### src/rtl/crr_pkg.sv
// shared constants, types and lookup functions of the controller report responder
`timescale 1ns / 1ps

package crr_pkg;

  // flash geometry and read clamp
  localparam int FLASH_BYTES    = 524288;
  localparam int FLASH_AW       = $clog2(FLASH_BYTES);
  localparam int MAX_READ_CHUNK = 29;

  // reply layout: flash data area runs from byte 20 to byte 48
  localparam int REPLY_LEN  = 49;
  localparam int DATA_FIRST = 20;
  localparam int DATA_DEPTH = REPLY_LEN - DATA_FIRST;
  localparam int DATA_AW    = $clog2(DATA_DEPTH);
  localparam int BODY_DEPTH = 5;

  // configuration register indexes
  localparam logic [1:0] CFG_DEVICE_KIND   = 2'd0;
  localparam logic [1:0] CFG_BATTERY_LEVEL = 2'd1;
  localparam logic [1:0] CFG_DEVICE_NUMBER = 2'd2;

  // subcommand codes
  localparam logic [7:0] SUB_DEV_INFO = 8'h02;
  localparam logic [7:0] SUB_SET_MODE = 8'h03;
  localparam logic [7:0] SUB_FLASH_RD = 8'h10;
  localparam logic [7:0] SUB_FLASH_WR = 8'h11;
  localparam logic [7:0] SUB_MODE_QRY = 8'h43;
  localparam logic [7:0] SUB_BATTERY  = 8'h50;

  // ack codes
  localparam logic [7:0] ACK_PLAIN  = 8'h80;
  localparam logic [7:0] ACK_DEV    = 8'h82;
  localparam logic [7:0] ACK_FLASH  = 8'h90;
  localparam logic [7:0] ACK_QUERY  = 8'hC0;
  localparam logic [7:0] ACK_BATT   = 8'hD0;

  // report ids and fixed values
  localparam logic [7:0] HDR_REPLY      = 8'h21;
  localparam logic [7:0] LEAD_OUT_REPORT = 8'h01;
  localparam logic [7:0] QRY_MATCH      = 8'h10;

  // command group from controller to datapath
  typedef struct packed {
    logic clear_step;
    logic wr_byte;
    logic finish;
    logic copy_step;
    logic rd_start;
    logic rd_next;
  } crr_cmd_t;

  // status group from datapath to controller
  typedef struct packed {
    logic clear_done;
    logic copy_needed;
    logic copy_done;
    logic stream_final;
  } crr_status_t;

  // battery percent to level code
  function automatic logic [3:0] level_nibble(logic [6:0] lvl);
    logic [3:0] r;
    if (lvl <= 7'd5) r = 4'd0;
    else if (lvl <= 7'd25) r = 4'd2;
    else if (lvl <= 7'd50) r = 4'd4;
    else if (lvl <= 7'd75) r = 4'd6;
    else r = 4'd8;
    return r;
  endfunction

  // battery percent to voltage code
  function automatic logic [15:0] level_volts(logic [6:0] lvl);
    logic [15:0] r;
    if (lvl <= 7'd5) r = 16'h0550;
    else if (lvl <= 7'd25) r = 16'h05B0;
    else if (lvl <= 7'd50) r = 16'h0600;
    else if (lvl <= 7'd75) r = 16'h0630;
    else r = 16'h0660;
    return r;
  endfunction

  // factory flash image, byte by address
  function automatic logic [7:0] factory_byte(logic [23:0] addr);
    logic [15:0] a;
    logic [7:0]  b;
    a = addr[15:0];
    b = 8'hFF;
    if (addr[23:16] == 8'd0) begin
      // zero-filled regions
      if ((a >= 16'h6000 && a <= 16'h600F) || (a >= 16'h6020 && a <= 16'h6037) ||
          (a >= 16'h6080 && a <= 16'h60A9)) begin
        b = 8'h00;
      end
      // serial text
      if (a >= 16'h6004 && a <= 16'h600E) b = 8'h30;
      case (a)
        16'h0000: b = 8'h01;
        16'h0001: b = 8'h08;
        16'h0002: b = 8'h00;
        16'h0003: b = 8'hF0;
        16'h0004: b = 8'h00;
        16'h0005: b = 8'h00;
        16'h0006: b = 8'h62;
        16'h0007: b = 8'h08;
        16'h0008: b = 8'hC0;
        16'h0009: b = 8'h5D;
        16'h000A: b = 8'h89;
        16'h000B: b = 8'hFD;
        16'h000C: b = 8'h04;
        16'h000D: b = 8'h00;
        16'h0012: b = 8'h40;
        16'h0013: b = 8'h06;
        16'h0015: b = 8'h01;
        16'h0016: b = 8'h10;
        16'h0017: b = 8'h00;
        16'h0018: b = 8'h00;
        16'h0019: b = 8'h00;
        16'h001A: b = 8'h02;
        16'h6001: b = 8'h53;
        16'h6002: b = 8'h49;
        16'h6003: b = 8'h4D;
        16'h600F: b = 8'h31;
        16'h6012: b = 8'h01;
        16'h6027: b = 8'h40;
        16'h6029: b = 8'h40;
        16'h602B: b = 8'h40;
        16'h6032: b = 8'h3B;
        16'h6033: b = 8'h34;
        16'h6034: b = 8'h3B;
        16'h6035: b = 8'h34;
        16'h6036: b = 8'h3B;
        16'h6037: b = 8'h34;
        // stick calibration
        16'h603D: b = 8'h00;
        16'h603E: b = 8'h06;
        16'h603F: b = 8'h60;
        16'h6040: b = 8'h00;
        16'h6041: b = 8'h08;
        16'h6042: b = 8'h80;
        16'h6043: b = 8'h00;
        16'h6044: b = 8'h06;
        16'h6045: b = 8'h60;
        16'h6046: b = 8'h00;
        16'h6047: b = 8'h08;
        16'h6048: b = 8'h80;
        16'h6049: b = 8'h00;
        16'h604A: b = 8'h06;
        16'h604B: b = 8'h60;
        16'h604C: b = 8'h00;
        16'h604D: b = 8'h06;
        16'h604E: b = 8'h60;
        // body colors
        16'h6050: b = 8'h00;
        16'h6051: b = 8'hC3;
        16'h6052: b = 8'hE3;
        16'h6053: b = 8'h00;
        16'h6054: b = 8'h1E;
        16'h6055: b = 8'h1E;
        16'h6056: b = 8'h00;
        16'h6057: b = 8'hC3;
        16'h6058: b = 8'hE3;
        16'h6059: b = 8'h00;
        16'h605A: b = 8'hC3;
        16'h605B: b = 8'hE3;
        // stick parameters
        16'h6087: b = 8'h01;
        16'h6088: b = 8'h10;
        16'h6089: b = 8'hAE;
        16'h608B: b = 8'h06;
        16'h608C: b = 8'h60;
        default: ;
      endcase
    end
    return b;
  endfunction

endpackage

### src/rtl/crr_ctrl.sv
// sequencing state machine of the controller report responder
`timescale 1ns / 1ps

module crr_ctrl (
  input  logic                 clk_i,
  input  logic                 rst_ni,
  input  logic                 in_valid_i,
  output logic                 in_ready_o,
  input  logic                 req_type_i,
  input  logic                 end_of_write_i,
  output logic                 out_valid_o,
  input  logic                 out_ready_i,
  output crr_pkg::crr_cmd_t    cmd_o,
  input  crr_pkg::crr_status_t status_i
);

  typedef enum logic [2:0] {
    ST_CLEAR,
    ST_IDLE,
    ST_FIN,
    ST_COPY,
    ST_STREAM
  } state_e;

  state_e state_q;
  logic   in_fire;
  logic   out_fire;

  assign in_ready_o  = (state_q == ST_IDLE);
  assign out_valid_o = (state_q == ST_STREAM);
  assign in_fire     = in_valid_i && in_ready_o;
  assign out_fire    = out_valid_o && out_ready_i;

  // commands to the datapath
  always_comb begin
    cmd_o            = '0;
    cmd_o.clear_step = (state_q == ST_CLEAR);
    cmd_o.wr_byte    = in_fire && !req_type_i;
    cmd_o.rd_start   = in_fire && req_type_i;
    cmd_o.finish     = (state_q == ST_FIN);
    cmd_o.copy_step  = (state_q == ST_COPY);
    cmd_o.rd_next    = out_fire && !status_i.stream_final;
  end

  // state register
  always_ff @(posedge clk_i or negedge rst_ni) begin
    if (!rst_ni) begin
      state_q <= ST_CLEAR;
    end else begin
      case (state_q)
        ST_CLEAR: begin
          if (status_i.clear_done) state_q <= ST_IDLE;
        end
        ST_IDLE: begin
          if (in_fire) begin
            if (req_type_i) state_q <= ST_STREAM;
            else if (end_of_write_i) state_q <= ST_FIN;
          end
        end
        ST_FIN: begin
          state_q <= status_i.copy_needed ? ST_COPY : ST_IDLE;
        end
        ST_COPY: begin
          if (status_i.copy_done) state_q <= ST_IDLE;
        end
        ST_STREAM: begin
          if (out_fire && status_i.stream_final) state_q <= ST_IDLE;
        end
        default: state_q <= ST_IDLE;
      endcase
    end
  end

endmodule

### config.mk
export PLATFORM = sky130hd
export DESIGN_NAME = crr_ctrl
export DESIGN_NICKNAME = d
export VERILOG_FILES = /design/src/rtl/crr_pkg.sv /design/src/rtl/crr_ctrl.sv
export SDC_FILE = /design/constraint.sdc
export NUM_CORES = 1
export LEC_CHECK = 0
export BUFFER_PORTS_ARGS = -buffer_cell sky130_fd_sc_hd__buf_2
export CAP_MARGIN = 15
export CORE_AREA = 2 2 39 41
export CTS_CLUSTER_SIZE = 28
export DETAILED_ROUTE_END_ITERATION = 10
export DIE_AREA = 0 0 41 43
export SLEW_MARGIN = 20
export SYNTH_ARGS = -nofsm -noshare
export SYNTH_HDL_FRONTEND = slang
export SYNTH_SLANG_ARGS = --single-unit
### constraint.sdc
create_clock -name clk_i -period 1.5 [get_ports clk_i]
set_input_delay 0.075 -clock clk_i [delete_from_list [all_inputs] [get_ports clk_i]]
set_output_delay 0.075 -clock clk_i [all_outputs]
set_load 0.02 [all_outputs]
# After elaboration in Yosys (flattened, before gate mapping)
# Cells that the tools add are included.
totals:
  reg_bits: 3
  inputBits: 10
classes:
  n_eq_ne: 9
  mux: 8
  reduce_logical: 10
ops:
  columns: ["cell", "count"]
  rows:
  - ["3-bit 2-to-1 mux", 6]
  - ["3-bit one-hot mux with 5 select lines", 1]
  - ["2-bit by 1-bit inequality test with 1-bit output, second input constant", 4]
  - ["3-bit by 2-bit equality test with 1-bit output, second input constant", 2]
  - ["1-bit logical AND", 6]
  - ["5-bit AND reduction", 1]
  - ["3-bit by 1-bit equality test with 1-bit output, second input constant", 1]
  - ["3-bit equality test, second input constant", 1]
  - ["3-bit logical NOT", 1]
  - ["3-bit by 1-bit inequality test with 1-bit output, second input constant", 1]
  - ["1-bit logical NOT", 2]
  - ["2-bit 2-to-1 mux", 1]

# Longest topological paths before layout
# Gate-level depths: netlist (run 1).
depth:
  word_depth: 5
  ltp_mapped: 4
  depth_no_buf: 3

# Worst setup path before layout (run 1)
# No wires, ideal clock.
synth_path:
  kind: "register -> output"
  from: "reg state_q[1]"
  to: "out cmd_o[0] (netlist bit)"
  arrival_ps: 1215
  setup_slack_ps: 210
  stages_incl_launch_ff: 4
  n_path_buf: 0
  cell_sequence: "dfrtp_1 nor2_1 nand2_1 nor3b_1"
synth_lines:
  columns: ["element", "line", "rtl"]
  rows:
  - ["start: declaration", "crr_ctrl.sv:25", "state_e state_q;"]
  - ["start signal: assignment", "crr_ctrl.sv:61", "state_q <= status_i.copy_needed ? ST_COPY : ST_IDLE;"]
  - ["end: declaration", "crr_ctrl.sv:13", "output crr_pkg::crr_cmd_t cmd_o,"]

==> results.py, run 1 <==
metrics = {
    "run_status": {
        "status": "complete, no violations",
    },
    "sta": {
        "whs_ns": 0.0677,
        "hold_violations": 0,
        "post-route-period-util": 0.948,
        "skew_ns": 0.00329,
        "worstMarginPinSlew_ns": 0.237,
        "finalCriticalPeriod_ns": 1.42,
        "setup_viol": 0,
        "relSlewSlack": 0.842,
        "drv_slew": 0,
        "max_freq_mhz": 703,
    },
    "synth": {
        "synth.area.top_cells": "dfrtp_1 (33%), nor4bb_4 (11%), nor3b_1 (9.8%)",
        "synthDistinctLibCells": 17,
        "synthDominantCellAreaShare": 0.328,
        "syn-cell-area_um2": 229,
        "yosys.area_share.simple": 0.421,
        "synth-xor-area-share": 0,
        "syn_inst": 25,
        "syn_nets": 35,
        "yosysSeqAreaShare": 0.328,
        "yosysWarnings": 0,
        "synth_top_family_by_area": "simple AND/OR/NAND/NOR gates",
        "synth_seq_cells": 3,
        "synth_compound_area_frac": 0.169,
        "synth.avg_cell_area_um2": 9.16,
        "yosys.area_share.adder": 0,
        "yosysTopAreaCell": "dfrtp_1",
        "synthMuxAreaShare": 0,
    },
    "pwr": {
        "clkPwrFrac": 0.229,
        "p_int_uw": 379,
        "finalPower_uw": 663,
        "powerDensity_mw_per_mm2": 1690,
        "power.static_leakage_uw": 0.000212,
        "ir_drop_v": 0.000580,
        "p_sw_uw": 284,
        "power_frac_seq": 0.261,
        "p_comb_frac": 0.510,
        "swShare": 0.428,
    },
    "cts": {
        "htreeDepth": 1,
        "clock_latency_ns": 0.25,
        "cts_tree": "done",
        "clockRootBuffer": "clkbuf_4",
        "cts_num_sinks": 3,
        "clock_path_buffers": 2,
        "numCtsBuffers": 3,
        "clk_pin_slew_worst_paths_ns": 0.04,
    },
    "setup_path": {
        "slowest_delay_ns": 0.45,
        "endpoint_kind": "output pin",
        "path_max_fanout": 5,
        "crit_path_start_kind": "register",
        "path_buf_inv": 1,
        "cp.required_ns": 1.42,
        "critical_path.cell_chain": "nor4bb_4, and2_1, buf_2",
        "cp.arrival_ns": 1.35,
        "cpMaxStageDelayCell": "dfrtp_2",
        "r2r_slack_ns": 0.33,
        "setup.worst_path.class": "reg2out",
        "cp_top_family": "simple AND/OR/NAND/NOR gates",
    },
    "finish": {
        "reg_top3": "state_q x3",
        "top_register": "state_q",
        "area_delta_synth_final_pct": 71.6,
        "fillerInstances": 156,
        "final-seq-area_um2": 78.8,
        "stdcell_area_um2": 393,
        "multi_input_area_um2": 143,
        "final_util": 0.284,
        "diodes": 0,
        "largest_register_ffs": 3,
        "drive_above_1_share": 0.592,
        "layout_commonest_cell": "buf_2",
        "final_nets": 60,
    },
    "place": {
        "placed_cell_area_um2": 323,
        "gp_congestion": 0.742,
        "dp_hpwl_um": 465,
        "port-buffer-count": 17,
    },
    "drt": {
        "drt_wl_total_um": 662,
        "drt-initial-drc-count": 4,
        "drt_pass1_iterations": 4,
        "drcViolationCount": 0,
        "ant_nets": 0,
        "num_vias": 275,
        "drt-wirelength-per-cell_um": 10.2,
        "avgViaCountPerCell": 4.23,
    },
    "global_routing": {
        "grt_max_degree": 9,
        "grtUsageTotal": 0.111,
        "grt_pass1_wl_mm": 1.12,
        "antenna_found_initial": 0,
        "first_global_vias": 251,
        "gr-total-overflow": 0,
    },
    "worst_hold_path": {
        "hp-class": "in2reg",
    },
    "floorplanning": {
        "io_pins": 18,
        "rows": 14,
        "fp.dieW_um": 41,
        "die_height_um": 43,
        "start_util": 0.165,
        "dieArea_mm2": 0.00176,
        "core_mm2": 0.00138,
    },
    "run": {
        "drv_cap": 0,
    },
}
## cells by family (layout without fill, tap and decap cells)
logic type             after synthesis  after routing
AND/OR/NAND/NOR                     14             14
AO/OA/AOI/OAI                        5              5
buffers and inverters                3             27
flip-flops                           3              3
## worst paths after layout
kind                       cells after the start    endpoint           start
max                                            3    cmd_o[1]      state_q[1]
min                                            2  state_q[1]  end_of_write_i
min in group asynchronous                      2  state_q[1]          rst_ni
min reg2reg                                    2  state_q[0]      state_q[0]
max in group asynchronous                      2  state_q[0]          rst_ni
max reg2reg                                    4  state_q[0]      state_q[1]
## layer usage
layer,up-vias,global-route usage,share of wire
met5,-,0,0
met4,0,0.120,0.074
met3,5,0.0995,0.14
met2,17,0.109,0.39
met1,115,0.123,0.40
li1,138,-,-
## power by group through the flow
stage	Sequential [uW]	Clock, uW	Combinational [uW]
after floorplan	142	0	231
after global placement	166	0	283
after detailed placement	167	0	281
after CTS	166	159	285
after global routing	180	166	370
final	173	152	339
## what timing repair did
item,CTS,global route
buffers inserted,0,3
hold endpoints to repair,3,0
hold buffers,1,0
setup endpoints to repair,0,3
resized for setup,0,5
## cell type report
cell class / instances / share of cell area
Clock buffer: 4 / 0.0669
Timing Repair Buffer: 21 / 0.299
Multi-Input combinational cell: 19 / 0.363
Sequential cell: 3 / 0.201
Inverter: 2 / 0.0191
Tap cell: 16 / 0.0510
## cells in the mapped netlist
| master | n |
|---|---|
| dfrtp_1 | 3 |
| o21a_1 | 1 |
| nand3_1 | 1 |
| nor3b_1 | 3 |
| a31o_1 | 1 |
| and2_1 | 1 |
| buf_6 | 1 |
| nor2_1 | 2 |
| nor3_1 | 1 |
| nand2_1 | 3 |
| a32o_2 | 1 |
| and2b_1 | 1 |
| a21oi_1 | 1 |
| a31oi_1 | 1 |
| nor4bb_4 | 1 |
| inv_1 | 2 |
| and3_1 | 1 |
## metrics by stage
step	setup WS, ns	std cells	TNS, ns
3_5_place_dp	0.297	57	0
3_3_place_gp	0.300	57	0
6_report	0.0774	65	0
5_1_grt	-0.0130	65	-0.0202
2_1_floorplan	0.210	25	0
4_1_cts	0.0251	62	0
(Power assumes the default switching activity.)
==> run 2, diff against run 1 <==
--- a/config.mk
+++ b/config.mk
@@ -8,6 +8,7 @@
 export BUFFER_PORTS_ARGS = -buffer_cell sky130_fd_sc_hd__buf_2
 export CAP_MARGIN = 15
 export CORE_AREA = 2 2 39 41
+export CTS_BUF_LIST = sky130_fd_sc_hd__clkbuf_8
 export CTS_CLUSTER_SIZE = 28
 export DETAILED_ROUTE_END_ITERATION = 10
 export DIE_AREA = 0 0 41 43
==> results.py, run 2 (synthesis gave the netlist of run 1 again) <==
metrics = {
    "run_status": {
        "status": "complete, no violations",
    },
    "setup_path": {
        "path_buf_inv": 1,
        "cp.arrival_ns": 1.35,
        "crit_path_start_kind": "register",
        "cp.required_ns": 1.42,
        "setup.worst_path.class": "reg2out",
        "cp_top_family": "simple AND/OR/NAND/NOR gates",
        "cpMaxStageDelayCell": "dfrtp_2",
        "slowest_delay_ns": 0.46,
        "path_max_fanout": 8,
        "endpoint_kind": "output pin",
        "critical_path.cell_chain": "nor4bb_4, and2_1, buf_2",
    },
    "finish": {
        "layout_common_cells": "buf_2 (17), nor3b_1 (3), nand2_1 (3), inv_1 (3), clkbuf_8 (3)",
        "multi_input_area_um2": 143,
        "fin_cells": 63,
        "area_delta_synth_final_pct": 72.7,
        "largest_register_ffs": 3,
        "diodes": 0,
        "drive_above_1_share": 0.553,
        "layout_commonest_cell": "buf_2",
        "top_register": "state_q",
        "reg_top3": "state_q x3",
        "final_util": 0.286,
        "final_nets": 58,
        "stdcell_area_um2": 395,
        "final-seq-area_um2": 77.6,
        "fillerInstances": 155,
    },
    "drt": {
        "num_vias": 272,
        "drt_wl_total_um": 639,
        "drt-initial-drc-count": 3,
        "ant_nets": 0,
        "drcViolationCount": 0,
        "avgViaCountPerCell": 4.32,
        "drt-wirelength-per-cell_um": 10.1,
        "drt_pass1_iterations": 4,
    },
    "cts": {
        "clk_pin_slew_worst_paths_ns": 0.03,
        "cts_tree": "done",
        "clock_path_buffers": 2,
        "clock_latency_ns": 0.22,
        "clockRootBuffer": "clkbuf_8",
        "cts_num_sinks": 3,
        "htreeDepth": 1,
        "numCtsBuffers": 3,
    },
    "global_routing": {
        "gr-total-overflow": 0,
        "antenna_found_initial": 0,
        "grtUsageTotal": 0.109,
        "grt_pass1_wl_mm": 1.08,
        "grt_max_degree": 9,
        "first_global_vias": 241,
    },
    "floorplanning": {
        "rows": 14,
        "fp.dieW_um": 41,
        "io_pins": 18,
        "start_util": 0.165,
        "dieArea_mm2": 0.00176,
        "core_mm2": 0.00138,
        "die_height_um": 43,
    },
    "place": {
        "gp_congestion": 0.742,
        "placed_cell_area_um2": 323,
        "dp.cells": 57,
        "port-buffer-count": 17,
        "dp_hpwl_um": 465,
        "post-place-ws_ns": 0.297,
    },
    "pwr": {
        "ir_drop_v": 0.000723,
        "power.static_leakage_uw": 0.000215,
        "powerDensity_mw_per_mm2": 1820,
    },
    "sta": {
        "max_freq_mhz": 701,
        "skew_ns": 0.00375,
        "hold_violations": 0,
        "worstMarginPinSlew_ns": 0.280,
        "setup_viol": 0,
        "drv_slew": 0,
        "post-route-period-util": 0.951,
        "fin_tns_setup_ns": 0,
        "finalCriticalPeriod_ns": 1.43,
        "worst_slack_ns": 0.0737,
        "relSlewSlack": 0.814,
    },
    "run": {
        "drv_cap": 0,
    },
    "worst_hold_path": {
        "hp-class": "in2reg",
    },
}
-- run 2: path summary, 6_finish.rpt --
check / startpoint / to / slack (ns) / depth (start not counted)
setup / recovery: state_q[2] / cmd_o[1] / 0.07 / 3
hold / removal: end_of_write_i / state_q[1] / 0.09 / 2
setup reg to reg: state_q[2] / state_q[0] / 0.29 / 4
hold reg to reg: state_q[2] / state_q[2] / 0.64 / 1
max in group asynchronous: rst_ni / state_q[2] / 1.20 / 2
min in group asynchronous: rst_ni / state_q[1] / 0.18 / 2
-- run 2: metal layers --
layer  part of all wire  vias to the layer above  track usage
met5                  0                        -            0
li1                   -                      133            -
met2               0.37                       23        0.103
met4              0.072                        0        0.120
met1               0.39                      112        0.123
met3               0.16                        4       0.0995
-- run 2: layout make-up --
cell class,instances,share of cell area
Sequential cell,3,0.196
Inverter,2,0.0190
Tap cell,16,0.0506
Clock inverter,1,0.00949
Multi-Input combinational cell,19,0.361
Timing Repair Buffer,19,0.259
Clock buffer,3,0.104
-- run 2: metrics by stage --
stage,hold slack [ns],total power [uW]
2_1_floorplan,-0.221,373
3_3_place_gp,-0.128,449
3_5_place_dp,-0.126,448
4_1_cts,0.0926,693
5_1_grt,0.111,773
6_report,0.0935,719
-- run 2: power by group --
part	total (uW)	switching, uW	internal, uW
logic	305	159	146
registers	181	69.5	112
clock network	233	58.4	175
-- run 2: what timing repair did --
| action | in CTS | in global routing |
|---|---|---|
| buffers inserted | 0 | 1 |
| resized for setup | 0 | 4 |
| hold buffers | 1 | 0 |
| endpoints found under the hold margin | 3 | 0 |
| setup endpoints to repair | 0 | 3 |
